**config.mk**
```make
export PLATFORM = sky130hd
export DESIGN_NAME = mfz_fifo
export DESIGN_NICKNAME = d
export VERILOG_FILES = /design/src/rtl/core/mfz_pkg.sv /design/src/rtl/core/mfz_fifo.sv
export SDC_FILE = /design/constraint.sdc
export NUM_CORES = 1
export LEC_CHECK = 0
export BUFFER_PORTS_ARGS = -buffer_cell sky130_fd_sc_hd__buf_2
export CAP_MARGIN = 20
export CORE_MARGIN = 5
export CORE_UTILIZATION = 55
export DETAILED_ROUTE_END_ITERATION = 8
export PLACE_DENSITY = 0.79
export RECOVER_POWER = 50
export SYNTH_ARGS = -nofsm -noshare
export SYNTH_HDL_FRONTEND = slang
export SYNTH_SLANG_ARGS = --single-unit
```
**constraint.sdc**
```tcl
create_clock -name clk_i -period 3.9 [get_ports clk_i]
set_clock_uncertainty 0.2 [all_clocks]
set_input_delay 0.975 -clock clk_i [delete_from_list [all_inputs] [get_ports clk_i]]
set_output_delay 0.975 -clock clk_i [all_outputs]
set_load 0.05 [all_outputs]
```
**src/rtl/core/mfz_pkg.sv**
```systemverilog
// shared types and constants of the 3x3 mean filter
`timescale 1ns / 1ps
package mfz_pkg;

  localparam int unsigned PIX_W          = 8;
  localparam int unsigned COLSUM_W       = 10;
  localparam int unsigned SUM_W          = 12;
  localparam int unsigned CFG_IDX_W      = 2;
  localparam int unsigned CFG_DATA_W     = 13;
  localparam int unsigned FRAME_WIDTH_W  = 11;
  localparam int unsigned FRAME_HEIGHT_W = 13;

  localparam logic [CFG_IDX_W-1:0] REG_FRAME_WIDTH  = 2'd0;
  localparam logic [CFG_IDX_W-1:0] REG_FRAME_HEIGHT = 2'd1;

  localparam int unsigned MID_DEPTH = 4;
  localparam int unsigned MID_CNT_W = $clog2(MID_DEPTH + 1);
  localparam int unsigned RES_DEPTH = 6;

  typedef enum logic {
    KIND_PIXEL = 1'b0,
    KIND_FLUSH = 1'b1
  } kind_e;

  typedef struct packed {
    kind_e            kind;
    logic [PIX_W-1:0] pixel_in;
  } mfz_in_t;

  typedef struct packed {
    logic [PIX_W-1:0] pixel_out;
    logic             frame_end;
    logic             last;
  } mfz_out_t;

  typedef struct packed {
    logic [COLSUM_W-1:0] colsum;
    logic                first;
    logic                last_col;
    logic                emit;
    logic                final_row;
  } mfz_col_t;

endpackage

```
**src/rtl/core/mfz_fifo.sv**
```systemverilog
// small register queue, up to two beats written and one read per cycle
`timescale 1ns / 1ps
module mfz_fifo import mfz_pkg::*; #(
  parameter type         T     = mfz_out_t,
  parameter int unsigned DEPTH = 4,
  localparam int unsigned PW   = (DEPTH > 1) ? $clog2(DEPTH) : 1,
  localparam int unsigned CW   = $clog2(DEPTH + 1)
) (
  input  logic          clk_i,
  input  logic          rst_ni,
  input  logic          push0_i,
  input  logic          push1_i,
  input  T              data0_i,
  input  T              data1_i,
  input  logic          pop_i,
  output T              data_o,
  output logic          empty_o,
  output logic [CW-1:0] count_o
);

  T              mem_q [DEPTH];
  logic [PW-1:0] wp_q, wp_d, rp_q, rp_d, wp1;
  logic [CW-1:0] count_q, count_d;
  logic          do_pop;

  function automatic logic [PW-1:0] ptr_inc(logic [PW-1:0] p);
    return (32'(p) == DEPTH - 1) ? '0 : p + PW'(1);
  endfunction

  assign wp1     = ptr_inc(wp_q);
  assign empty_o = (count_q == '0);
  assign do_pop  = pop_i && !empty_o;
  assign data_o  = mem_q[rp_q];
  assign count_o = count_q;

  always_comb begin
    count_d = count_q + CW'(push0_i) + CW'(push1_i) - CW'(do_pop);
    rp_d    = do_pop ? ptr_inc(rp_q) : rp_q;
    wp_d    = push1_i ? ptr_inc(wp1) : (push0_i ? wp1 : wp_q);
  end

  always_ff @(posedge clk_i) begin
    if (push0_i) begin
      mem_q[wp_q] <= data0_i;
    end
    if (push1_i) begin
      mem_q[wp1] <= data1_i;
    end
  end

  always_ff @(posedge clk_i or negedge rst_ni) begin
    if (!rst_ni) begin
      wp_q    <= '0;
      rp_q    <= '0;
      count_q <= '0;
    end else begin
      wp_q    <= wp_d;
      rp_q    <= rp_d;
      count_q <= count_d;
    end
  end

endmodule

```
# Yosys cells after proc, flatten, opt, wreduce, memory -nomap -nowiden
# Memories as Yosys holds them, arrays and structs flattened.
# Cells that the tools add are included.
classes:
  addsub: 6
  eq_ne: 3
  n_reduce_logical: 4
  mux: 9
ops:
  columns: ["operator", "n"]
  rows:
  - ["$mux 2", 5]
  - ["$add 2x1->2 const B", 3]
  - ["$add 3x1->3", 2]
  - ["$eq 2x2->1 const B", 3]
  - ["$mux 1", 4]
  - ["$logic_not 3->1", 1]
  - ["$sub 3x1->3", 1]
  - ["$reduce_bool 2->1", 1]
  - ["$logic_and 1x1->1", 1]
  - ["$logic_not 1->1", 1]
word_totals:
  n_memories: 1
  out_inout_bits: 14
  elab_cells: 26
  ramBits: 40
  register_bits: 7
mem_list:
  columns: ["name", "depth", "width", "read_ports", "rd_ports_with_merged_regs", "wr", "line", "text"]
  rows:
  - ["mem_q", 4, 10, 1, 0, 2, "mfz_fifo.sv:21", "T mem_q [DEPTH];"]

# Depth between registers and ports, before layout
# Gate-level depths: netlist of the first run.
depth:
  word_depth: 5
  ltp_mapped: 8

# Least setup slack after synthesis of the first run
# Ideal clock, no wire load.
synth_path:
  kind: "register to output"
  from: "reg count_q[2], in the netlist count_o[2]"
  to: "out empty_o"
  t_arrival_ns: 1.766
  slack_ns: 0.959
  path_stages_with_launch: 2
  cell_sequence: "dfrtp_1 > nor3_1"
synth_between:
  elab_chain_cells: 1
synth_lines:
  columns: ["element", "line", "text"]
  rows:
  - ["from (decl)", "mfz_fifo.sv:23", "logic [CW-1:0] count_q, count_d;"]
  - ["from (signal assigned)", "mfz_fifo.sv:59", "count_q <= count_d;"]
  - ["$logic_not 3->1", "mfz_fifo.sv:31", "assign empty_o = (count_q == '0);"]
  - ["to (decl)", "mfz_fifo.sv:17", "output logic empty_o,"]
# No other way between the ends.

==> results of run 1 <==
[metal layers]
layer | vias up | global-route usage [%]
met5 | - | 0
li1 | 639 | -
met2 | 46 | 28.4
met4 | 0 | 6.53
met3 | 18 | 4.05
met1 | 700 | 20.9
[sequential cells by signal, summed over array words and instances (netlist names)]
register and cells:
count_o 3, wp_q 2, rp_q 2, mem_q 40
[Yosys cell counts, drive strengths merged, types with 2 or more instances]
cell type,count,area share [%]
edfxtp,40,48
mux4,10,9.3
buf,7,2.7
nand2,12,2.2
fa,2,1.6
xnor2,2,0.70
dfrtp,7,7.0
inv,7,1.0
ha,7,3.5
mux2,42,20
[cells in the final DEF (no fill, tap or decap), types with 2 or more instances in the layout]
| master | n |
|---|---|
| mux2_1 | 10 |
| dfrtp_1 | 7 |
| clkbuf_8 | 5 |
| mux4_2 | 8 |
| fa_1 | 2 |
| mux2_2 | 31 |
| bufinv_16 | 2 |
| inv_1 | 7 |
| ha_1 | 7 |
| edfxtp_1 | 40 |
| nand2_1 | 12 |
| mux4_1 | 2 |
| clkbuf_1 | 2 |
| buf_2 | 36 |
| xnor2_1 | 2 |
[worst reg2reg max path: stages (launching register included)]
cell and delay (ns):
dfrtp_1 0.45, o31ai_4 0.28, inv_1 0.08, ha_1 0.28
inv_1 0.04, fa_1 0.38, fa_1 0.39, xnor2_1 0.18
xnor2_1 0.14
[cell type report]
cell class,count,share of cell area (%)
clock buffers,5,2.47
inverters,7,0.944
multi-input cells,86,35.6
flip-flops and latches,47,49.5
clock inverters,3,2.43
well taps,52,2.34
repair buffers,38,6.74
[kinds of logic (layout without fill, tap and decap cells)]
logic type / after synthesis / after routing / synth area share (%)
fa+ha+maj: 9 / 9 / 5.09
flops: 47 / 47 / 54.9
compound gates: 4 / 4 / 1.75
xor+xnor: 2 / 2 / 0.699
mux: 53 / 53 / 29.9
simple gates: 18 / 18 / 3.69
buf+inv: 15 / 53 / 3.99
[stage by stage]
step                instance area, µm²  utilization (%)  hold WS, ns  setup slack (ns)
global placement                  2690             61.3        0.433              1.02
finish                            2780             63.5        0.373             0.764
CTS                               2830             64.4        0.296             0.692
detailed placement                2690             61.3        0.475             0.949
floorplan                         2510                -        0.391             0.959
global route                      2780             63.5        0.410             0.577
[power groups by stage]
stage / sequential [W] / clock (W) / combinational (W)
detailed placement: 0.000881 / 0 / 0.00102
global placement: 0.000866 / 0 / 0.000986
floorplan: 0.000861 / 0 / 0.000819
global route: 0.000890 / 0.000441 / 0.00105
finish: 0.000862 / 0.000419 / 0.000985
CTS: 0.000869 / 0.000424 / 0.00102
[worst min path at each step]
stage,slack (ns),startpoint,cells after the start,end
finish,0.37,rst_ni,1,wp_q[0]
global route,0.41,rst_ni,1,rp_q[1]
CTS,0.30,rst_ni,1,wp_q[0]
detailed placement,0.48,count_o[1],2,count_o[2]
global placement,0.43,wp_q[0],2,wp_q[0]
floorplan,0.39,wp_q[0],2,wp_q[0]
==> impl_results.html, run 1 <==
<table>
<tr><th>Metric</th><th>Value</th></tr>
<tr><th colspan="2">Timing</th></tr>
<tr><td>Clock period minus final worst setup slack</td><td>3.14 ns</td></tr>
<tr><td>Final setup vio count</td><td>0</td></tr>
<tr><td>Share of the cycle needed by the critical path after routing</td><td>80.4%</td></tr>
<tr><td>Final TNS setup</td><td>0 ns</td></tr>
<tr><td>Hold Fails Final Rpt</td><td>0</td></tr>
<tr><td>Achievable clock frequency</td><td>319 MHz</td></tr>
<tr><td>RSZ-0062 raised after global routing</td><td>false</td></tr>
<tr><td>Final-report max-slew violation count</td><td>0</td></tr>
<tr><td>Slew at the pin closest to its max-slew limit</td><td>0.710 ns</td></tr>
<tr><td>Slew Limit Headroom</td><td>52.7%</td></tr>
<tr><th colspan="2">Synth</th></tr>
<tr><td>Post-synth EDFFs</td><td>40</td></tr>
<tr><td>Netlist Area Pre-Place</td><td>0.00251 mm²</td></tr>
<tr><td>Distinct cells, synth</td><td>28</td></tr>
<tr><td>Async SR Flop Fraction</td><td>14.9%</td></tr>
<tr><td>Total of flip-flops plus latches after synthesis</td><td>47</td></tr>
<tr><td>Top FF cell, synth</td><td>edfxtp_1</td></tr>
<tr><td>Synth Area per Inst</td><td>about 17 µm²</td></tr>
<tr><td>Number of instances in the synthesized netlist</td><td>148</td></tr>
<tr><td>Syn. warnings</td><td>0</td></tr>
<tr><td>Net count after synthesis</td><td>~180</td></tr>
<tr><td>Sequential element share of the synthesized area</td><td>between 50 and 60%</td></tr>
<tr><th colspan="2">Clock network</th></tr>
<tr><td>CTS H-tree lvls</td><td>2</td></tr>
<tr><td>Sink Count</td><td>47</td></tr>
<tr><td>Clk Latency, worst-skew pair</td><td>0.30 ns</td></tr>
<tr><td>TritonCTS clock tree</td><td>yes</td></tr>
<tr><td>Clock transition at path regs</td><td>roughly 0.090 ns</td></tr>
<tr><td>CTS Hold Buffers Added</td><td>0</td></tr>
<tr><td>Root buffer cell</td><td>clkbuf_8</td></tr>
<tr><td>Bufs on Longest Clock Path</td><td>2</td></tr>
<tr><td>Inserted Clock Buffers</td><td>5</td></tr>
<tr><td>Post-CTS setup repair buffer count</td><td>0</td></tr>
<tr><td>Total of cells resized after clock tree synthesis</td><td>0</td></tr>
<tr><th colspan="2">Routing</th></tr>
<tr><td>First-iteration detailed-routing DRC count</td><td>88</td></tr>
<tr><td>Wire length on met2</td><td>2460 µm</td></tr>
<tr><td>Antenna-violating nets left</td><td>0</td></tr>
<tr><td>Total iterations of the first detailed-routing run</td><td>4</td></tr>
<tr><td>Vias per std cell</td><td>5.89</td></tr>
<tr><td>Number of vias in the routed layout</td><td>1403</td></tr>
<tr><td>Routed Wire Length</td><td>~4700 µm</td></tr>
<tr><td>Met3 Wirelength</td><td>293 µm</td></tr>
<tr><td>Met1 Routed Length</td><td>1850 µm</td></tr>
<tr><td>Routed WL per cell</td><td>between 15 and 20 µm</td></tr>
<tr><td>Top Layer Used</td><td>met4</td></tr>
<tr><td>Remaining DRCs</td><td>0</td></tr>
<tr><th colspan="2">Floorplanning</th></tr>
<tr><td># IOs</td><td>39</td></tr>
<tr><td>Initial core utilization</td><td>57.2%</td></tr>
<tr><td>Core footprint</td><td>0.00438 mm²</td></tr>
<tr><td>Floorplan die width</td><td>77.5 µm</td></tr>
<tr><td>Total number of placement rows</td><td>24</td></tr>
<tr><td>Die Ht</td><td>between 70 and 80 µm</td></tr>
<tr><td>Floorplan die area</td><td>0.00601 mm²</td></tr>
<tr><th colspan="2">Setup path</th></tr>
<tr><td>Buffering stage count on the worst path with inverters included</td><td>1</td></tr>
<tr><td>Required @ worst endpoint</td><td>about 2.7 ns</td></tr>
<tr><td>Worst Path Max Fanout</td><td>13</td></tr>
<tr><td>Start point of the critical path</td><td>rp_q[0]</td></tr>
<tr><td>Worst Setup EP</td><td>data_o[0]</td></tr>
<tr><td>Critical path capture point type</td><td>primary output</td></tr>
<tr><td>Crit-path leading delay family</td><td>flip-flops</td></tr>
<tr><td>Path depth of the worst reg2reg path</td><td>8</td></tr>
<tr><td>Worst EP arrival</td><td>~2 ns</td></tr>
<tr><td>Maximum single-stage delay on the critical path</td><td>0.81 ns</td></tr>
<tr><td>Worst setup path class</td><td>reg2out</td></tr>
<tr><td>Cell-by-cell listing of the critical path</td><td>mux4_1 -&gt; buf_2</td></tr>
<tr><td>Source of the worst register-to-register timing path</td><td>count_o[2]</td></tr>
<tr><td>Slowest-stage cell, CP</td><td>dfrtp_1</td></tr>
<tr><td>Crit start category</td><td>flop</td></tr>
<tr><td>Slack of the worst reg-to-reg path</td><td>1.41 ns</td></tr>
<tr><td>Reg2reg end</td><td>count_o[2]</td></tr>
<tr><td>Critical path depth in cells</td><td>2</td></tr>
<tr><th colspan="2">Layout</th></tr>
<tr><td>Fraction of layout instances using a drive strength above 1</td><td>46.2%</td></tr>
<tr><td>Total area of sequential cells</td><td>0.00138 mm²</td></tr>
<tr><td>Relative area change from synthesis to final layout</td><td>11.0%</td></tr>
<tr><td># nets final</td><td>219</td></tr>
<tr><td>Number of fill cells in the layout</td><td>between 300 and 400</td></tr>
<tr><td>Final cell count without fillers</td><td>238</td></tr>
<tr><td>Area taken by multi-input logic gates</td><td>roughly 990 µm²</td></tr>
<tr><td>Antenna diode count</td><td>0</td></tr>
<tr><th colspan="2">Power</th></tr>
<tr><td>Int Power</td><td>0.00134 W</td></tr>
<tr><td>Worst-case vdd ir drop</td><td>between 0.3 and 0.4 mV</td></tr>
<tr><td>Power Density</td><td>814 mW/mm²</td></tr>
<tr><td>Share of power burned in registers</td><td>38.1%</td></tr>
<tr><td>Leakage power</td><td>1.09 nW</td></tr>
<tr><td>Psw</td><td>0.000922 W</td></tr>
<tr><td>Power after layout</td><td>around 0.0023 W</td></tr>
<tr><td>Proportion of power drawn by combinational gates</td><td>between 40% and 50%</td></tr>
<tr><td>Clk network pwr share</td><td>18.5%</td></tr>
<tr><td>Net switching fraction of the power</td><td>roughly two fifths</td></tr>
<tr><th colspan="2">GRT</th></tr>
<tr><td>Number of antenna violations at the first check in global routing</td><td>0</td></tr>
<tr><td>Global router's overall resource usage</td><td>between 10% and 20%</td></tr>
<tr><td>Global-route wire length before repair</td><td>7760 µm</td></tr>
<tr><td>Maximum number of pins on one net before global-route repair</td><td>16</td></tr>
<tr><td>Residual overflow from global routing</td><td>0</td></tr>
<tr><td>Number of global-route vias before repair</td><td>roughly 1600</td></tr>
<tr><th colspan="2">Place</th></tr>
<tr><td>IO buf count</td><td>38</td></tr>
<tr><td>Dpl cells</td><td>230</td></tr>
<tr><td>Hpwl dp</td><td>3360 µm</td></tr>
<tr><td>Final Wtd Congestion</td><td>0.857</td></tr>
<tr><th colspan="2">Hold path</th></tr>
<tr><td>Hold/Removal Path Class</td><td>in2async</td></tr>
<tr><th colspan="2">Flow run</th></tr>
<tr><td>Max-cap violations</td><td>0</td></tr>
<tr><th colspan="2">Outcome</th></tr>
<tr><td>Outcome</td><td>complete, no violations</td></tr>
</table>
Power figures use the tool's default switching activity.
==> inputs of run 2 (changes only) <==
- ABC_AREA: not set -> 1
- PLACE_DENSITY: 0.79 -> 0.78
- clock period: 3.9 -> 3 ns (I/O delays scaled with it)
==> impl_results.html, run 2 <==
<table>
<tr><th>Metric</th><th>Value</th></tr>
<tr><th colspan="2">Outcome</th></tr>
<tr><td>Outcome</td><td>complete, no violations (unchanged)</td></tr>
<tr><th colspan="2">Place</th></tr>
<tr><td>Final Wtd Congestion</td><td>0.788 (was 0.857)</td></tr>
<tr><td>Hpwl dp</td><td>3680 µm (was 3360 µm)</td></tr>
<tr><td>IO buf count</td><td>38 (unchanged)</td></tr>
<tr><td>Dpl cells</td><td>383 (was 230)</td></tr>
<tr><th colspan="2">Setup path</th></tr>
<tr><td>Crit start category</td><td>flop (unchanged)</td></tr>
<tr><td>Cell-by-cell listing of the critical path</td><td>buf_4 -&gt; o211ai_1 -&gt; nand2_1 -&gt; buf_2 (was mux4_1 -&gt; buf_2)</td></tr>
<tr><td>Worst Path Max Fanout</td><td>15 (was 13)</td></tr>
<tr><td>Slowest-stage cell, CP</td><td>dfrtp_1 (unchanged)</td></tr>
<tr><td>Worst EP arrival</td><td>1.66 ns (was 1.96 ns)</td></tr>
<tr><td>Worst setup path class</td><td>reg2out (unchanged)</td></tr>
<tr><td>Required @ worst endpoint</td><td>2.05 ns (was 2.72 ns)</td></tr>
<tr><td>Critical path capture point type</td><td>primary output (unchanged)</td></tr>
<tr><td>Maximum single-stage delay on the critical path</td><td>0.60 ns (was 0.81 ns)</td></tr>
<tr><th colspan="2">Floorplanning</th></tr>
<tr><td>Die Ht</td><td>81.4 µm (was 77.5 µm)</td></tr>
<tr><td>Total number of placement rows</td><td>26 (was 24)</td></tr>
<tr><td>Core footprint</td><td>0.00504 mm² (was 0.00438 mm²)</td></tr>
<tr><td>Floorplan die width</td><td>81.4 µm (was 77.5 µm)</td></tr>
<tr><td>Initial core utilization</td><td>55.6% (was 57.2%)</td></tr>
<tr><td># IOs</td><td>39 (unchanged)</td></tr>
<tr><td>Floorplan die area</td><td>0.00663 mm² (was 0.00601 mm²)</td></tr>
<tr><th colspan="2">Synth</th></tr>
<tr><td>Distinct cells, synth</td><td>20 (was 28)</td></tr>
<tr><td>Area fraction of the dominant cell type after synthesis</td><td>42.8% (was 47.9%)</td></tr>
<tr><td>Largest family of logic cells by synthesized area</td><td>compound AO/OA/AOI/OAI gates (was multiplexers)</td></tr>
<tr><td>Syn. warnings</td><td>0 (unchanged)</td></tr>
<tr><td>Parity-gate share of the synthesized area counting xor and xnor cells</td><td>0.625% (was 0.699%)</td></tr>
<tr><td>Cells taking the most area after synthesis</td><td>edfxtp_1, o21ai_2, nand2_1 (was edfxtp_1, mux2_2, mux4_2)</td></tr>
<tr><td>Number of instances in the synthesized netlist</td><td>285 (was 148)</td></tr>
<tr><td>Compound-gate portion of the synthesized area</td><td>18.4% (was 1.75%)</td></tr>
<tr><td>Library cell with the highest instance count after synthesis</td><td>nand2_1 (was edfxtp_1)</td></tr>
<tr><td>Post-synthesis share of cell area spent on full adders, half adders and majority gates</td><td>4.55% (was 5.09%)</td></tr>
<tr><td>Post-synth EDFFs</td><td>40 (unchanged)</td></tr>
<tr><td>Leading post-synthesis cells by instance count</td><td>nand2_1, inv_1, edfxtp_1, o21ai_2, o211ai_1 (was edfxtp_1, mux2_2, mux2_4)</td></tr>
<tr><td>Netlist Area Pre-Place</td><td>0.00280 mm² (was 0.00251 mm²)</td></tr>
<tr><td>Synth Area per Inst</td><td>9.84 µm² (was 16.9 µm²)</td></tr>
<tr><td>Mux share of post-synthesis cell area</td><td>0% (was 29.9%)</td></tr>
<tr><td>Net count after synthesis</td><td>319 (was 182)</td></tr>
<tr><td>Simple-gate share of the synthesized area</td><td>15.6% (was 3.69%)</td></tr>
<tr><td>Post-synth top area cell</td><td>edfxtp_1 (unchanged)</td></tr>
<tr><td>Total of flip-flops plus latches after synthesis</td><td>47 (unchanged)</td></tr>
<tr><td>Async SR Flop Fraction</td><td>14.9% (unchanged)</td></tr>
<tr><td>Top FF cell, synth</td><td>edfxtp_1 (unchanged)</td></tr>
<tr><td>Sequential element share of the synthesized area</td><td>49.1% (was 54.9%)</td></tr>
<tr><th colspan="2">Routing</th></tr>
<tr><td>Routed Wire Length</td><td>5280 µm (was 4710 µm)</td></tr>
<tr><td>Antenna-violating nets left</td><td>0 (unchanged)</td></tr>
<tr><td>Routed WL per cell</td><td>13.5 µm (was 19.8 µm)</td></tr>
<tr><td>Total iterations of the first detailed-routing run</td><td>4 (unchanged)</td></tr>
<tr><td>Number of vias in the routed layout</td><td>1963 (was 1403)</td></tr>
<tr><td>Vias per std cell</td><td>5.02 (was 5.89)</td></tr>
<tr><td>Remaining DRCs</td><td>0 (unchanged)</td></tr>
<tr><td>First-iteration detailed-routing DRC count</td><td>94 (was 88)</td></tr>
<tr><th colspan="2">Clock network</th></tr>
<tr><td>Clk Latency, worst-skew pair</td><td>0.30 ns (about the same)</td></tr>
<tr><td>Post-CTS setup repair buffer count</td><td>0 (unchanged)</td></tr>
<tr><td>Inserted Clock Buffers</td><td>5 (unchanged)</td></tr>
<tr><td>CTS Hold Buffers Added</td><td>0 (unchanged)</td></tr>
<tr><td>Total of cells resized after clock tree synthesis</td><td>0 (unchanged)</td></tr>
<tr><td>Sink Count</td><td>47 (unchanged)</td></tr>
<tr><td>TritonCTS clock tree</td><td>yes (unchanged)</td></tr>
<tr><td>CTS H-tree lvls</td><td>2 (unchanged)</td></tr>
<tr><td>Root buffer cell</td><td>clkbuf_8 (unchanged)</td></tr>
<tr><td>Clock transition at path regs</td><td>0.08 ns (was 0.09 ns)</td></tr>
<tr><td>Bufs on Longest Clock Path</td><td>2 (unchanged)</td></tr>
<tr><th colspan="2">Layout</th></tr>
<tr><td>Most frequent standard cell in the layout excluding fill and tap cells</td><td>nand2_1 (was edfxtp_1)</td></tr>
<tr><td>Final cell count without fillers</td><td>391 (was 238)</td></tr>
<tr><td>Antenna diode count</td><td>0 (unchanged)</td></tr>
<tr><td>Max reg flops</td><td>40 (unchanged)</td></tr>
<tr><td>Highest-count cells in the layout ignoring fill and taps</td><td>nand2_1, inv_1, edfxtp_1 (was edfxtp_1, buf_2, mux2_2)</td></tr>
<tr><td>Most flop-heavy register</td><td>mem_q (unchanged)</td></tr>
<tr><td>Relative area change from synthesis to final layout</td><td>2.54% (was 11.0%)</td></tr>
<tr><td># nets final</td><td>354 (was 219)</td></tr>
<tr><td>Fraction of layout instances using a drive strength above 1</td><td>16.5% (was 46.2%)</td></tr>
<tr><th colspan="2">Power</th></tr>
<tr><td>Power Density</td><td>1020 mW/mm² (was 814 mW/mm²)</td></tr>
<tr><td>Leakage power</td><td>1.37 nW (was 1.09 nW)</td></tr>
<tr><td>Worst-case vdd ir drop</td><td>0.490 mV (was 0.371 mV)</td></tr>
<tr><td>Power after layout</td><td>0.00293 W (was 0.00227 W)</td></tr>
<tr><th colspan="2">Flow run</th></tr>
<tr><td>Max-cap violations</td><td>0 (unchanged)</td></tr>
<tr><th colspan="2">Timing</th></tr>
<tr><td>Final TNS setup</td><td>0 ns (unchanged)</td></tr>
<tr><td>Achievable clock frequency</td><td>383 MHz</td></tr>
<tr><td>Final setup vio count</td><td>0 (unchanged)</td></tr>
<tr><td>RSZ-0062 raised after global routing</td><td>false (unchanged)</td></tr>
<tr><td>Slew at the pin closest to its max-slew limit</td><td>0.729 ns (was 0.710 ns)</td></tr>
<tr><td>Hold Fails Final Rpt</td><td>0 (unchanged)</td></tr>
<tr><td>Final-report max-slew violation count</td><td>0 (unchanged)</td></tr>
<tr><td>Hold Slack</td><td>0.139 ns (was 0.373 ns)</td></tr>
<tr><td>Slew Limit Headroom</td><td>51.3% (was 52.7%)</td></tr>
<tr><td>Clock period minus final worst setup slack</td><td>approximately 2.6 ns</td></tr>
<tr><td>Share of the cycle needed by the critical path after routing</td><td>between 80 and 90%</td></tr>
<tr><th colspan="2">GRT</th></tr>
<tr><td>Global-route wire length before repair</td><td>8750 µm (was 7760 µm)</td></tr>
<tr><td>Maximum number of pins on one net before global-route repair</td><td>22 (was 16)</td></tr>
<tr><td>Global router's overall resource usage</td><td>17.7% (was 16.8%)</td></tr>
<tr><td>Residual overflow from global routing</td><td>0 (unchanged)</td></tr>
<tr><td>Number of antenna violations at the first check in global routing</td><td>0 (unchanged)</td></tr>
<tr><td>Number of global-route vias before repair</td><td>1898 (was 1573)</td></tr>
<tr><th colspan="2">Hold path</th></tr>
<tr><td>Hold/Removal Path Class</td><td>in2async (unchanged)</td></tr>
</table>
==> run 2: cell type report <==
class | count | area [µm²]
Clock buffer | 6 | 72.6
Multi-Input combinational cell | 179 | 943
Tap cell | 70 | 87.6
Timing Repair Buffer | 43 | 223
Clock inverter | 2 | 7.51
Inverter | 44 | 165
Sequential cell | 47 | 1380
Fill cell | 505 | 2170
==> run 2: worst max-delay path, delay by kind of cell, from the launching register on <==
family | cells | cell delay, ns
AOI/OAI and AO/OA | 1 | 0.11
buffers and inverters | 2 | 0.55
DFF | 1 | 0.60
and+or+nand+nor | 1 | 0.10
==> run 2: cell families after synthesis <==
logic type | Yosys count
simple gates | 106
flops | 47
xor+xnor | 2
compound gates | 62
fa+ha+maj | 9
buf+inv | 59
==> run 2: worst paths after layout <==
kind / start / to / slack, ns / cells after the start
setup / recovery: rp_q[0] / data_o[3] / 0.39 / 4
hold / removal: rst_ni / rp_q[0] / 0.14 / 1
setup reg to reg: count_o[1] / count_o[2] / 0.48 / 11
hold reg to reg: count_o[1] / count_o[2] / 0.31 / 2
max in group asynchronous: rst_ni / rp_q[1] / 2.18 / 1
min in group clk_i: count_o[1] / count_o[2] / 0.31 / 2
==> run 2: report_power, final <==
group	internal [W]	switching [W]	leakage (nW)
Combinational	0.000387	0.00110	0.870
Clock	0.000159	0.000203	0.0403
Sequential	0.000975	0.0000995	0.458
Total	0.00152	0.00141	1.37
==> run 2: layer usage <==
layer / up-vias / part of all wire (%) / GRT usage, %
met5: - / 0 / 0
met4: 0 / 0.83 / 4.05
met3: 5 / 3.6 / 3.77
met2: 33 / 53 / 32.4
met1: 923 / 43 / 21.0
li1: 1002 / - / -
==> run 2: through the flow <==
stage	setup WS (ns)	cell area (µm²)	util, %
after global placement	0.342	2950	58.6
final	0.392	2880	57.0
after CTS	0.388	3030	60.2
after detailed placement	0.283	2950	58.6
after floorplan	0.317	2800	-
after global routing	0.261	2880	57.0
