File: config.mk
export PLATFORM = sky130hd
export DESIGN_NAME = mfz_back
export DESIGN_NICKNAME = d
export VERILOG_FILES = /design/src/rtl/core/mfz_pkg.sv /design/src/rtl/core/mfz_fifo.sv /design/src/rtl/core/mfz_back.sv
export SDC_FILE = /design/constraint.sdc
export NUM_CORES = 1
export LEC_CHECK = 0
export BUFFER_PORTS_ARGS = -buffer_cell sky130_fd_sc_hd__buf_2
export CAP_MARGIN = 25
export CORE_ASPECT_RATIO = 1.1
export CORE_MARGIN = 2
export CORE_UTILIZATION = 40
export DETAILED_ROUTE_END_ITERATION = 8
export GPL_ROUTABILITY_DRIVEN = 0
export GPL_TIMING_DRIVEN = 0
export PLACE_DENSITY = 0.65
export SYNTH_ARGS = -nofsm -noshare
export SYNTH_HDL_FRONTEND = slang
export SYNTH_SLANG_ARGS = --single-unit
File: constraint.sdc
create_clock -name clk_i -period 10.02 [get_ports clk_i]
set_input_delay 0.501 -clock clk_i [delete_from_list [all_inputs] [get_ports clk_i]]
set_output_delay 0.501 -clock clk_i [all_outputs]
set_load 0.005 [all_outputs]
File: src/rtl/core/mfz_pkg.sv
// shared types and constants of the 3x3 mean filter
`timescale 1ns / 1ps
package mfz_pkg;

  localparam int unsigned PIX_W          = 8;
  localparam int unsigned COLSUM_W       = 10;
  localparam int unsigned SUM_W          = 12;
  localparam int unsigned CFG_IDX_W      = 2;
  localparam int unsigned CFG_DATA_W     = 13;
  localparam int unsigned FRAME_WIDTH_W  = 11;
  localparam int unsigned FRAME_HEIGHT_W = 13;

  localparam logic [CFG_IDX_W-1:0] REG_FRAME_WIDTH  = 2'd0;
  localparam logic [CFG_IDX_W-1:0] REG_FRAME_HEIGHT = 2'd1;

  localparam int unsigned MID_DEPTH = 4;
  localparam int unsigned MID_CNT_W = $clog2(MID_DEPTH + 1);
  localparam int unsigned RES_DEPTH = 6;

  typedef enum logic {
    KIND_PIXEL = 1'b0,
    KIND_FLUSH = 1'b1
  } kind_e;

  typedef struct packed {
    kind_e            kind;
    logic [PIX_W-1:0] pixel_in;
  } mfz_in_t;

  typedef struct packed {
    logic [PIX_W-1:0] pixel_out;
    logic             frame_end;
    logic             last;
  } mfz_out_t;

  typedef struct packed {
    logic [COLSUM_W-1:0] colsum;
    logic                first;
    logic                last_col;
    logic                emit;
    logic                final_row;
  } mfz_col_t;

endpackage

File: src/rtl/core/mfz_fifo.sv
// small register queue, up to two beats written and one read per cycle
`timescale 1ns / 1ps
module mfz_fifo import mfz_pkg::*; #(
  parameter type         T     = mfz_out_t,
  parameter int unsigned DEPTH = 4,
  localparam int unsigned PW   = (DEPTH > 1) ? $clog2(DEPTH) : 1,
  localparam int unsigned CW   = $clog2(DEPTH + 1)
) (
  input  logic          clk_i,
  input  logic          rst_ni,
  input  logic          push0_i,
  input  logic          push1_i,
  input  T              data0_i,
  input  T              data1_i,
  input  logic          pop_i,
  output T              data_o,
  output logic          empty_o,
  output logic [CW-1:0] count_o
);

  T              mem_q [DEPTH];
  logic [PW-1:0] wp_q, wp_d, rp_q, rp_d, wp1;
  logic [CW-1:0] count_q, count_d;
  logic          do_pop;

  function automatic logic [PW-1:0] ptr_inc(logic [PW-1:0] p);
    return (32'(p) == DEPTH - 1) ? '0 : p + PW'(1);
  endfunction

  assign wp1     = ptr_inc(wp_q);
  assign empty_o = (count_q == '0);
  assign do_pop  = pop_i && !empty_o;
  assign data_o  = mem_q[rp_q];
  assign count_o = count_q;

  always_comb begin
    count_d = count_q + CW'(push0_i) + CW'(push1_i) - CW'(do_pop);
    rp_d    = do_pop ? ptr_inc(rp_q) : rp_q;
    wp_d    = push1_i ? ptr_inc(wp1) : (push0_i ? wp1 : wp_q);
  end

  always_ff @(posedge clk_i) begin
    if (push0_i) begin
      mem_q[wp_q] <= data0_i;
    end
    if (push1_i) begin
      mem_q[wp1] <= data1_i;
    end
  end

  always_ff @(posedge clk_i or negedge rst_ni) begin
    if (!rst_ni) begin
      wp_q    <= '0;
      rp_q    <= '0;
      count_q <= '0;
    end else begin
      wp_q    <= wp_d;
      rp_q    <= rp_d;
      count_q <= count_d;
    end
  end

endmodule

File: src/rtl/core/mfz_back.sv
// back end: column-sum window, divide by nine and result queue
`timescale 1ns / 1ps
module mfz_back import mfz_pkg::*; (
  input  logic     clk_i,
  input  logic     rst_ni,
  input  logic     col_empty_i,
  input  mfz_col_t col_i,
  output logic     col_pop_o,
  input  logic     pop_i,
  output mfz_out_t item_o,
  output logic     empty_o
);

  localparam int unsigned RES_CNT_W  = $clog2(RES_DEPTH + 1);
  localparam int unsigned PROD_W     = SUM_W + 13;
  localparam logic [12:0] RECIP_NINE = 13'd7282;
  localparam int unsigned RECIP_SHIFT = 16;

  logic [COLSUM_W-1:0]  p1_q, p2_q;
  logic                 va_q, vb_q, fe_q;
  logic [SUM_W-1:0]     sum_a_q, sum_b_q, sum_a_d, sum_b_d;
  logic [RES_CNT_W-1:0] res_count;
  logic [1:0]           b1_n;
  mfz_out_t             res_a, res_b, data0;

  function automatic logic [PIX_W-1:0] div9(logic [SUM_W-1:0] s);
    logic [PROD_W-1:0] prod;
    prod = PROD_W'(s) * PROD_W'(RECIP_NINE);
    return prod[RECIP_SHIFT +: PIX_W];
  endfunction

  assign b1_n      = {1'b0, va_q} + {1'b0, vb_q};
  assign col_pop_o = !col_empty_i &&
                     ((32'(res_count) + 32'(b1_n) + 32'd2) <= RES_DEPTH);

  always_comb begin
    if (col_i.first) begin
      sum_a_d = SUM_W'(col_i.colsum);
      sum_b_d = SUM_W'(col_i.colsum);
    end else begin
      sum_a_d = SUM_W'(p1_q) + SUM_W'(p2_q) + SUM_W'(col_i.colsum);
      sum_b_d = SUM_W'(p2_q) + SUM_W'(col_i.colsum);
    end
  end

  always_ff @(posedge clk_i) begin
    if (col_pop_o) begin
      p1_q    <= col_i.first ? '0 : p2_q;
      p2_q    <= col_i.colsum;
      sum_a_q <= sum_a_d;
      sum_b_q <= sum_b_d;
      fe_q    <= col_i.final_row;
    end
  end

  always_ff @(posedge clk_i or negedge rst_ni) begin
    if (!rst_ni) begin
      va_q <= 1'b0;
      vb_q <= 1'b0;
    end else begin
      va_q <= col_pop_o && col_i.emit && !col_i.first;
      vb_q <= col_pop_o && col_i.emit && col_i.last_col;
    end
  end

  assign res_a.pixel_out = div9(sum_a_q);
  assign res_a.frame_end = 1'b0;
  assign res_a.last      = !vb_q;
  assign res_b.pixel_out = div9(sum_b_q);
  assign res_b.frame_end = fe_q;
  assign res_b.last      = 1'b1;
  assign data0           = va_q ? res_a : res_b;

  mfz_fifo #(
    .T    (mfz_out_t),
    .DEPTH(RES_DEPTH)
  ) u_res_fifo (
    .clk_i  (clk_i),
    .rst_ni (rst_ni),
    .push0_i(va_q || vb_q),
    .push1_i(va_q && vb_q),
    .data0_i(data0),
    .data1_i(res_b),
    .pop_i  (pop_i),
    .data_o (item_o),
    .empty_o(empty_o),
    .count_o(res_count)
  );

endmodule

After elaboration in Yosys (flattened, before gate mapping)
Memory sizes are Yosys's and may differ from the RTL's.
Cells that the tools add are included.
- reductions and logical operators: 13
- multipliers: 2
- magnitude comparators: 1
- multiplexer cells: 12
- equality and inequality tests: 3
- add/sub/neg operators: 12
- operator list (cell ; number):
    10-bit two-way mux ; 3
    11-bit by 12-bit multiplier with 23-bit output, second input constant ; 1
    12-bit by 12-bit multiplier with 23-bit output, second input constant ; 1
    10-bit by 10-bit adder with 11-bit output ; 2
    3-bit two-way mux ; 5
    11-bit by 10-bit adder with 12-bit output ; 1
    3-bit by 1-bit adder with 3-bit output, second input constant ; 3
    3-bit == test, second input constant ; 3
    3-bit by 1-bit adder with 3-bit output ; 2
    1-bit logical AND ; 6
    4-bit by 2-bit adder with 5-bit output, second input constant ; 1
    5-bit by 3-bit less-or-equal comparator with 1-bit output, second input constant ; 1
    3-bit by 2-bit adder with 4-bit output ; 1
    1-bit logical NOT ; 4
    1-bit two-way mux ; 4
    3-bit logical NOT ; 1
    3-bit by 1-bit subtractor with 3-bit output ; 1
    1-bit by 1-bit adder with 2-bit output ; 1
    2-bit nonzero test ; 1
    1-bit logical OR ; 1
- memories: 1
- word-level logic and storage cells: 56
- input bits: 18
- register bits after elaboration: 55
- RAM bits: 60
- output and inout bits: 12
- memory list (name ; depth ; bits a word ; rd ports ; clocked after Yosys merged registers in ; write ports ; line ; source):
    u_res_fifo.mem_q ; 6 ; 10 ; 1 ; 0 ; 2 ; mfz_fifo.sv:21 ; T mem_q [DEPTH];

Depth between registers and ports, before layout
Gate-level depths: netlist of run 1.
- depth after elaboration: 7
- gate-level depth with buffers: 20
- gate-level depth less buffers: 20

Modules after synthesis
A second synthesis of run 1 with hierarchy kept.
- cell total of the unflattened synthesis: 881
- area, all modules: 10369.9 um2
- modules (own cells, without submodules) (module ; times used ; cells each ; area an instance (um2)):
    mfz_back ; 1 ; 644 ; 6794.0
    mfz_fifo ; 1 ; 237 ; 3575.9

Worst setup path before layout of run 1
No wires, ideal clock.
- path kind: register to register
- from: register va_q
- to: register va_q
- clock period less this slack: 9509 ps
- stages on the path, launching flop included: 9
- arrival time: 9404 ps
- path slack: 511 ps
- buffers on the path: 1
- setup time: 105 ps
- cells stage by stage: dfrtp_1 clkbuf_1 inv_1 fa_1 ha_1 xor2_1 nor3_1 a2111oi_0 and3_1
- longest elaborated chain between the ends: 7
- ends and longest elaborated chain (what ; line ; source):
    start: declaration ; mfz_back.sv:20 ; logic va_q, vb_q, fe_q;
    start signal: assignment ; mfz_back.sv:61 ; va_q <= col_pop_o && col_i.emit && !col_i.first;
    1-bit by 1-bit adder with 2-bit output ; mfz_back.sv:32 ; assign b1_n = {1'b0, va_q} + {1'b0, vb_q};
    3-bit by 2-bit adder with 4-bit output ; mfz_back.sv:34 ; ((32'(res_count) + 32'(b1_n) + 32'd2) <= RES_DEPTH);
    4-bit by 2-bit adder with 5-bit output ; mfz_back.sv:34 ;
    5-bit by 3-bit less-or-equal comparator with 1-bit output ; mfz_back.sv:34 ;
    1-bit logical AND ; mfz_back.sv:33 ; assign col_pop_o = !col_empty_i &&
    via col_pop_o ; mfz_back.sv:8 ; output logic col_pop_o,
    1-bit logical AND (2 in a row) ; mfz_back.sv:61 ;
The timed path passes the listed nets, and every way through them passes these cells.
A chain may end at the register's enable or synchronous reset.

==> results.md, run 1 <==
* Status: completed
* Root Buffer: clkbuf_16
* FFs w/ async S/R, synth at 9.57%
* Core area at 0.0245 mm²
* DIE AREA at 0.0264 mm²
* Synthesized netlist cell count at 898
* Reg-to-Reg Start: sum_b_q[9]
* Gr usage total at 16.4%
* Seq/Total Area, Yosys at 33.3%
* EDFF count, synth at 98
* Final-report hold violation count at 0
* Post-route cell area at 0.0112 mm²
* Worst-skew pair later-pin latency at 0.42 ns
* Fmax at 183 MHz
* Critical Path Fanout Max at 6
* Cell Area, Synth at 0.0100 mm²
* Remaining DRCs at 0
* CP Class: reg -> reg
* Post-placement cell area at 0.0106 mm²
* Initial antenna violation count at 0
* Crit-path cells: fa_1 > ha_1 > fa_1 > fa_1 > inv_1 > fa_1 > inv_1 > ha_1 > a21oi_1 > o21ai_0 > o41ai_1 > a311oi_1 > xnor2_1 > o21bai_1 > o21ai_0
* Most common cell after layout, fill and taps aside: ha_1
* Area Overhead vs Synth at 12.0%
* CTS tree: yes
* Worst reg2reg path depth at 15
* First-pass GRT wire length at 34000 µm
* CP Launch Type: flip-flop
* Fin crit share at 54.5%
* Commonest non-fill, non-tap cells in the layout: ha_1, inv_1, edfxtp_1
* Worst slew pin tran at 0.850 ns
* Post-route minimum period at 5.46 ns
* CTS Buf Count at 17
* Clock Skews at 0.0113 ns
* Delay of the slowest critical-path stage at 0.55 ns
* CP most frequent cell: fa_1
* Slew HR at 43.2%
* Die Y at 170 µm
* Overflow after GRT at 0
* Final WS setup at 4.56 ns
* Via count at 6556
* Synth warn at 0
* Worst setup EP type: flip-flop
* DP Worst Slack at 4.58 ns
* Layout cells sized above 1 at 9.52%
* Worst path arrival time at 5.61 ns
* Main synth FF type: edfxtp_1
* Vias in the first global route at 7110
* Port buffer count at 29
* Post-Synthesis Net Count at 1152
* Max-Cap Viols at 0
* Largest net degree at the start of global routing at 17
* CTS clk-pin slew, worst paths at 0.06 ns
* Slew Viols, Final at 0
* Ports at 30
* Yosys cell types at 56
* Clk sinks at 115
* Starting Density at 40.9%
* H-tree depth at 4
* Vias per Instance at 5.14
* Hold/Removal Path Class: in -> reg
* Clock Tree Buf Depth at 2
* Total Nets Final at 1207
* N_diodes at 0
* Number of placement rows at 60
* Reg2reg end: u_res_fifo.mem_q[2][7]
* Synth Register Bits at 115
* CP startpoint: sum_b_q[9]
* Final core occ at 45.7%
* Reg-to-reg slack, setup at 4.56 ns
* Die X-Extent at 155 µm
* Hpwl dp at 16600 µm
* Final setup viols at 0
* Final wirelength at 20000 µm
* Syn_area_per_cell at 11.2 µm²
* DR iter-0 viols at 247
* Wire length per cell at 15.6 µm
* Postcts setup bufs at 0
* End of the critical path: u_res_fifo.mem_q[2][7]
* CP required at 10.17 ns
* Slowest cell on crit path: fa_1
* Post-DRT Antenna Nets at 0
* First drt pass iteration count at 4
* Unrepaired setup endpoints after global routing: false
## synthesized netlist by cell type, drive strengths merged (5+ instances only)
library cell	instances	share of area, %
o21bai	8	0.60
o22ai	43	2.7
inv	143	5.4
and3	7	0.44
o21ai	33	1.6
dfxtp	6	1.2
nand3	12	0.60
a31oi	5	0.31
mux2i	12	1.2
nand2	50	1.9
o31ai	6	0.45
ha	159	20
fa	77	15
a21o	13	1.0
xor2	15	1.5
xnor2	22	2.0
clkbuf	18	0.67
o21a	8	0.60
edfxtp	98	29
nor3	12	0.60
a21oi	32	1.7
nor2b	22	1.4
nor2	38	1.4
mux4	10	2.2
dfrtp	11	2.7
## metal layers
metal | vias to the layer above | GRT usage (%) | wire length (µm)
li1 | 3267 | - | -
met3 | 30 | 2.85 | 552
met1 | 3165 | 19.2 | 8650
met2 | 94 | 30.1 | 10300
met4 | 0 | 5.76 | 407
met5 | - | 0 | 0
## worst min-delay path by stage
stage,startpoint,endpoint,slack (ns),cells past startpoint
6_report,col_i[0],fe_q,0.26,1
5_1_grt,col_i[0],fe_q,0.24,1
4_1_cts,col_i[0],fe_q,0.25,1
3_5_place_dp,rst_ni,vb_q,0.38,1
3_3_place_gp,rst_ni,u_res_fifo.count_o[2],0.38,1
2_1_floorplan,rst_ni,u_res_fifo.count_o[0],0.21,0
## critical path: cells and delay by family (launching register included)
| family | cells | cell delay [ns] |
|---|---|---|
| buffers and inverters | 2 | 0.10 |
| AOI/OAI and AO/OA | 6 | 1.28 |
| DFF | 1 | 0.51 |
| adders and majority gates | 6 | 2.77 |
| xor gates and xnor gates | 1 | 0.54 |
## kinds of logic (layout without fill, tap and decap cells)
family / after synthesis / in the layout / share of synthesized area (%)
buffers and inverters: 164 / 232 / 6.16
AO/OA/AOI/OAI: 168 / 168 / 10.9
AND/OR/NAND/NOR: 152 / 152 / 7.07
flip-flops: 115 / 115 / 33.3
adder cells (fa/ha/maj): 236 / 236 / 35.2
XOR/XNOR: 37 / 37 / 3.46
multiplexers: 26 / 26 / 3.89
## what timing repair did
item	4_1_cts	5_1_grt
hold endpoints to repair	11	0
hold buffers	1	0
resized for setup	0	0
## flip-flops by register name (all words and copies together) (netlist names)
register	cells
u_res_fifo.rp_q	3
u_res_fifo.mem_q	60
vb_q	1
sum_a_q	12
sum_b_q	11
fe_q	1
u_res_fifo.count_o	3
va_q	1
u_res_fifo.wp_q	3
p2_q	10
p1_q	10
## per-stage QoR
step	hold slack, ns	cells	TNS, ns
4_1_cts	0.246	1276	0
3_3_place_gp	0.384	1237	-171.22
6_report	0.257	1276	0
3_5_place_dp	0.384	1243	0
2_1_floorplan	0.205	898	0
5_1_grt	0.241	1276	0
## area by class of cell
type / count / area, µm²
Buffer: 21 / 81.3
Clock buffer: 24 / 526
Clock inverter: 8 / 82.6
Tap cell: 310 / 388
Inverter: 143 / 537
Sequential cell: 115 / 3340
Fill cell: 2211 / 13300
Multi-Input combinational cell: 619 / 6080
Timing Repair Buffer: 36 / 198
Power of run 1 is left out: the tool's default activity adds up to more than one toggle a clock period on the data nets, which glitch-free logic cannot reach.
==> inputs of run 2 (changes only) <==
==> constraint.sdc (replaced) <==
create_clock -name clk_i -period 5.2 [get_ports clk_i]
set_input_delay 0.26 -clock clk_i [delete_from_list [all_inputs] [get_ports clk_i]]
set_output_delay 0.26 -clock clk_i [all_outputs]
set_load 0.005 [all_outputs]
==> run 2 against run 1 <==
Die area did not move. Wire length is 4.3% higher. Clock skew increased by 0.0017 ns. Register-to-register slack got worse by 4.4 ns. Global-route usage increased by 0.074 points. Design area rose by 4.9%. Critical path depth up 1. Non-clock buffer count grew 31. Flip-flop and latch count did not move. Worst hold slack worse by 0.18 ns. Core utilization grew 2.2 points. Critical endpoint is now u_res_fifo.mem_q[4][8].
==> results.md, run 2 (synthesized netlist as in run 1, its figures left out) <==
* Status: completed
* Met1 Use GR at 19.6%
* Initial antenna violation count at 0
* Most common cell after layout, fill and taps aside: ha_1
* Die Y at 170 µm
* First-pass GRT wire length at 34300 µm
* Commonest non-fill, non-tap cells in the layout: ha_1, inv_1, edfxtp_1
* Number of placement rows at 60
* Critical Path Fanout Max at 6
* CP Class: reg -> reg
* Reg-to-reg slack, setup at 0.14 ns
* CP Launch Type: flip-flop
* Ports at 30
* DP Worst Slack at -0.239 ns
* Fillcell total at 2196
* Post-route minimum period at 5.06 ns
* Largest register FFs at 60
* CP required at 5.35 ns
* Core area at 0.0245 mm²
* Reg-to-Reg Start: sum_b_q[8]
* DIE AREA at 0.0264 mm²
* N_diodes at 0
* Sink of the worst hold path: p2_q[0]
* Biggest registers after layout: u_res_fifo.mem_q: 60 flops, sum_a_q: 12 flops, sum_b_q: 11 flops
* Final wirelength at 20800 µm
* Fin crit share at 97.4%
* CTS tree: yes
* CTS Buf Count at 17
* Final-report hold violation count at 0
* Via count at 6688
* Reg with most FFs: u_res_fifo.mem_q
* Post-DRT Antenna Nets at 0
* Total Nets Final at 1238
* Worst slew pin tran at 0.802 ns
* Area Overhead vs Synth at 17.4%
* Final setup viols at 0
* Hold path startpoint: col_i[4]
* Reg2reg end: u_res_fifo.mem_q[4][8]
* Layout cells sized above 1 at 16.6%
* Met3 Usage GRT at 2.50%
* Vias in the first global route at 7045
* Slew Viols, Final at 0
* Worst Hold Path Cells at 1
* Worst-skew pair later-pin latency at 0.43 ns
* Remaining DRCs at 0
* Hold/Removal Path Class: in -> reg
* Max-Cap Viols at 0
* Fmax at 197 MHz
* Port buffer count at 29
* Final core occ at 48.0%
* Met2 Resource Use GR at 30.1%
* Overflow after GRT at 0
* Clock Skews at 0.0130 ns
* Worst path arrival time at 5.21 ns
* Wire length per cell at 15.9 µm
* CTS clk-pin slew, worst paths at 0.06 ns
* H-tree depth at 4
* Largest net degree at the start of global routing at 17
* Starting Density at 40.9%
* Vias per Instance at 5.12
* Worst reg2reg path depth at 16
* Gr usage total at 16.5%
* First drt pass iteration count at 4
* Slew HR at 46.5%
* Total Neg Setup Slack at 0 ns
* Clock Tree Buf Depth at 2
* DR iter-0 viols at 248
* GRT busiest layer: met2
* Worst setup EP type: flip-flop
* Hpwl dp at 16300 µm
* Clk sinks at 115
* Final WS setup at 0.135 ns
* Root Buffer: clkbuf_16
* Die X-Extent at 155 µm
-- run 2: cell count changes in the layout (fill, tap and decap cells not counted), moves of 4 or more --
cell and change:
inv_1 -5, o22ai_2 +9, inv_2 +5, ha_1 -12
buf_4 +28, xnor2_2 +4, ha_4 +12, xnor2_1 -6
o22ai_1 -9
-- run 2: how the worst max path moves through the flow --
stage                from                      to  slack (ns)  cells past startpoint
2_1_floorplan  sum_b_q[9]  u_res_fifo.mem_q[0][8]        0.27                     16
3_3_place_gp         va_q               col_pop_o       -1.61                      8
3_5_place_dp   sum_b_q[9]  u_res_fifo.mem_q[2][7]       -0.24                     15
4_1_cts        sum_a_q[7]  u_res_fifo.mem_q[5][6]       0.004                     18
5_1_grt        sum_b_q[3]  u_res_fifo.mem_q[0][8]       -0.03                     16
6_report       sum_b_q[8]  u_res_fifo.mem_q[4][8]        0.14                     16
-- run 2: repair_timing --
item | CTS | global route
pin swaps | 2 | 39
setup buffers | 13 | 20
hold buffers | 2 | 0
hold endpoints to repair | 12 | 0
resized for setup | 11 | 37
setup endpoints to repair | 32 | 48
-- run 2: per-stage QoR --
step                instance area, µm²  instances  hold WS, ns
finish                           11800       1307       0.0737
floorplan                        10000        898      -0.0356
global route                     11800       1307       0.0655
detailed placement               10600       1240        0.143
global placement                 10600       1237        0.145
CTS                              11300       1287       0.0585
-- run 2: area by class of cell --
cell class / count / area, µm² / share of cell area, %
multi-input combinational: 619 / 6440 / 54.7
sequential: 115 / 3340 / 28.3
inverter: 143 / 537 / 4.56
timing repair buffer: 67 / 447 / 3.79
clock buffer: 17 / 425 / 3.61
tap: 310 / 388 / 3.29
clock inverter: 15 / 120 / 1.02
buffer: 21 / 81.3 / 0.691
-- run 2: worst max-delay path, cell delays in order (launching register included) --
cell and delay (ns):
edfxtp_1 0.42, buf_4 0.18, ha_1 0.30, ha_1 0.35
fa_1 0.53, fa_1 0.55, inv_1 0.06, fa_1 0.53
inv_1 0.04, ha_1 0.32, nand2_1 0.10, o21ai_2 0.09
or3_4 0.40, and2_4 0.16, a221oi_4 0.33, xor2_4 0.33
o22ai_1 0.12
-- run 2: per-layer routing --
| layer | up-vias | share of wire, % | wire length [µm] |
|---|---|---|---|
| li1 | 3311 | - | - |
| met1 | 3243 | 43 | 8890 |
| met2 | 109 | 52 | 10900 |
| met3 | 25 | 2.6 | 539 |
| met4 | 0 | 2.2 | 465 |
| met5 | - | 0 | 0 |
Power of run 2 is left out for the same reason.
==> inputs of run 3 (changes only) <==
--- a/config.mk
+++ b/config.mk
@@ -5,15 +5,15 @@
 export SDC_FILE = /design/constraint.sdc
 export NUM_CORES = 1
 export LEC_CHECK = 0
-export BUFFER_PORTS_ARGS = -buffer_cell sky130_fd_sc_hd__buf_2
 export CAP_MARGIN = 25
 export CORE_ASPECT_RATIO = 1.1
 export CORE_MARGIN = 2
 export CORE_UTILIZATION = 40
 export DETAILED_ROUTE_END_ITERATION = 8
+export DONT_BUFFER_PORTS = 1
 export GPL_ROUTABILITY_DRIVEN = 0
 export GPL_TIMING_DRIVEN = 0
-export PLACE_DENSITY = 0.65
+export PLACE_DENSITY = 0.64
 export SYNTH_ARGS = -nofsm -noshare
 export SYNTH_HDL_FRONTEND = slang
 export SYNTH_SLANG_ARGS = --single-unit
==> run 3 against run 2 <==
First-iteration DRC count is 9.3% lower. Flip-flop and latch count stayed put. Global-route usage down 0.44 points. Worst hold slack worse by 0.012 ns. Maximum frequency rose by 0.81%. Clock-buffer cell count up 5. Core utilization fell by 0.31 points.
==> results.md, run 3 (synthesized netlist as in run 1, its figures left out) <==
* Gr usage total at 16.0%
* WP buf/inv at 6
* Total Nets Final at 1221
* H-tree depth at 4
* Delay of the slowest critical-path stage at 0.51 ns
* Clock Tree Buf Depth at 2
* N_diodes at 0
* Status: completed
* Final WS setup at 0.176 ns
* CP Launch Type: flip-flop
* Crit-path cells: inv_2 > fa_1 > inv_2 > ha_4 > inv_2 > fa_1 > inv_1 > fa_1 > inv_2 > fa_1 > inv_2 > ha_4 > nand2_4 > nor2_2 > a221o_1 > a2111o_1 > a21oi_2 > xnor2_2 > nand2_2 > o22ai_2
* Max-Cap Viols at 0
* DP Worst Slack at -0.377 ns
* Die Y at 170 µm
* Largest register FFs at 60
* Via count at 6604
* Wire length per cell at 15.7 µm
* Post-route minimum period at 5.02 ns
* Most common cell after layout, fill and taps aside: ha_1
* Post-DRT Antenna Nets at 0
* Final wirelength at 20200 µm
* Hpwl dp at 16300 µm
* Vias in the first global route at 6995
* Hold/Removal Path Class: in -> reg
* Fin crit share at 96.6%
* Worst setup EP type: flip-flop
* Largest net degree at the start of global routing at 17
* Area Overhead vs Synth at 16.7%
* Overflow after GRT at 0
* Initial antenna violation count at 0
* CTS tree: yes
* Slew Viols, Final at 0
* Final-report hold violation count at 0
* Vias per Instance at 5.12
* Worst-skew pair later-pin latency at 0.42 ns
* CTS clk-pin slew, worst paths at 0.06 ns
* Unrepaired setup endpoints after global routing: true
* Final setup viols at 0
* Reg with most FFs: u_res_fifo.mem_q
* DIE AREA at 0.0264 mm²
* First-pass GRT wire length at 33600 µm
* Slowest cell on crit path: fa_1
* Ports at 30
* Biggest registers after layout: u_res_fifo.mem_q: 60 flops, sum_a_q: 12 flops, sum_b_q: 11 flops
* Fillcell total at 2196
* Fmax at 199 MHz
* Die X-Extent at 155 µm
* CP most frequent cell: inv_2
* Clk sinks at 115
* CTS Buf Count at 17
* Worst slew pin tran at 0.866 ns
* Root Buffer: clkbuf_16
* Critical Path Fanout Max at 6
* Slew HR at 42.3%
* Hold_ws at 0.0616 ns
* Port buffer count at 0
* Worst path arrival time at 5.28 ns
* Starting Density at 40.9%
* Post-placement cell area at 0.0105 mm²
* DR iter-0 viols at 225
* Commonest non-fill, non-tap cells in the layout: ha_1, inv_1, edfxtp_1
* CP Class: reg -> reg
* Reg-to-reg slack, setup at 0.18 ns
* Worst path top cell family by delay: adder cells
* Post-route cell area at 0.0117 mm²
* Core area at 0.0245 mm²
* First drt pass iteration count at 4
* CP required at 5.45 ns
* Clock Skews at 0.0121 ns
* Number of placement rows at 60
* Remaining DRCs at 0
* Layout cells sized above 1 at 13.5%
-- run 3: final timing paths --
path / startpoint / end / cells past startpoint
min: col_i[7] / sum_a_q[3] / 2
min in group asynchronous: rst_ni / u_res_fifo.count_o[0] / 1
max in group asynchronous: rst_ni / va_q / 1
min reg2reg: u_res_fifo.mem_q[5][0] / u_res_fifo.mem_q[5][0] / 2
max reg2reg: sum_a_q[3] / u_res_fifo.mem_q[0][9] / 20
max: sum_a_q[3] / u_res_fifo.mem_q[0][9] / 20
-- run 3: worst register-to-register path, stage by stage (launching register included) --
cell	delay, ns
edfxtp_1	0.41
inv_2	0.08
fa_1	0.52
inv_2	0.05
ha_4	0.26
inv_2	0.03
fa_1	0.51
inv_1	0.05
fa_1	0.49
inv_2	0.04
fa_1	0.49
inv_2	0.04
ha_4	0.21
nand2_4	0.06
nor2_2	0.03
a221o_1	0.38
a2111o_1	0.50
a21oi_2	0.19
xnor2_2	0.15
nand2_2	0.16
o22ai_2	0.24
-- run 3: layer usage --
layer | part of all wire, % | global-route usage [%] | routed length [µm]
met1 | 44 | 19.3 | 8920
met2 | 50 | 28.7 | 10200
met3 | 2.5 | 2.83 | 504
met4 | 2.9 | 5.88 | 580
met5 | 0 | 0 | 0
-- run 3: through the flow --
step                utilization (%)  std cells  TNS, ns
floorplan                         -        898        0
global placement               42.5       1208   -71.56
detailed placement             42.7       1211    -5.56
CTS                            46.4       1270        0
global route                   47.7       1290   -0.182
finish                         47.7       1290        0
-- run 3: cell type report --
cell class / instances / area [µm²] / area share, %
Timing Repair Buffer: 50 / 425 / 3.64
Buffer: 21 / 81.3 / 0.695
Inverter: 143 / 537 / 4.59
Multi-Input combinational cell: 619 / 6330 / 54.1
Clock buffer: 22 / 518 / 4.43
Tap cell: 310 / 388 / 3.31
Sequential cell: 115 / 3340 / 28.5
Clock inverter: 10 / 82.6 / 0.706
-- run 3: repair_timing --
action / CTS / global route
endpoints found under the hold margin: 24 / 0
resized for setup: 12 / 29
setup buffers: 13 / 20
setup endpoints to repair: 34 / 48
gates cloned: 0 / 0
hold buffers: 14 / 0
pin swaps: 7 / 21
Power of run 3 is left out for the same reason.
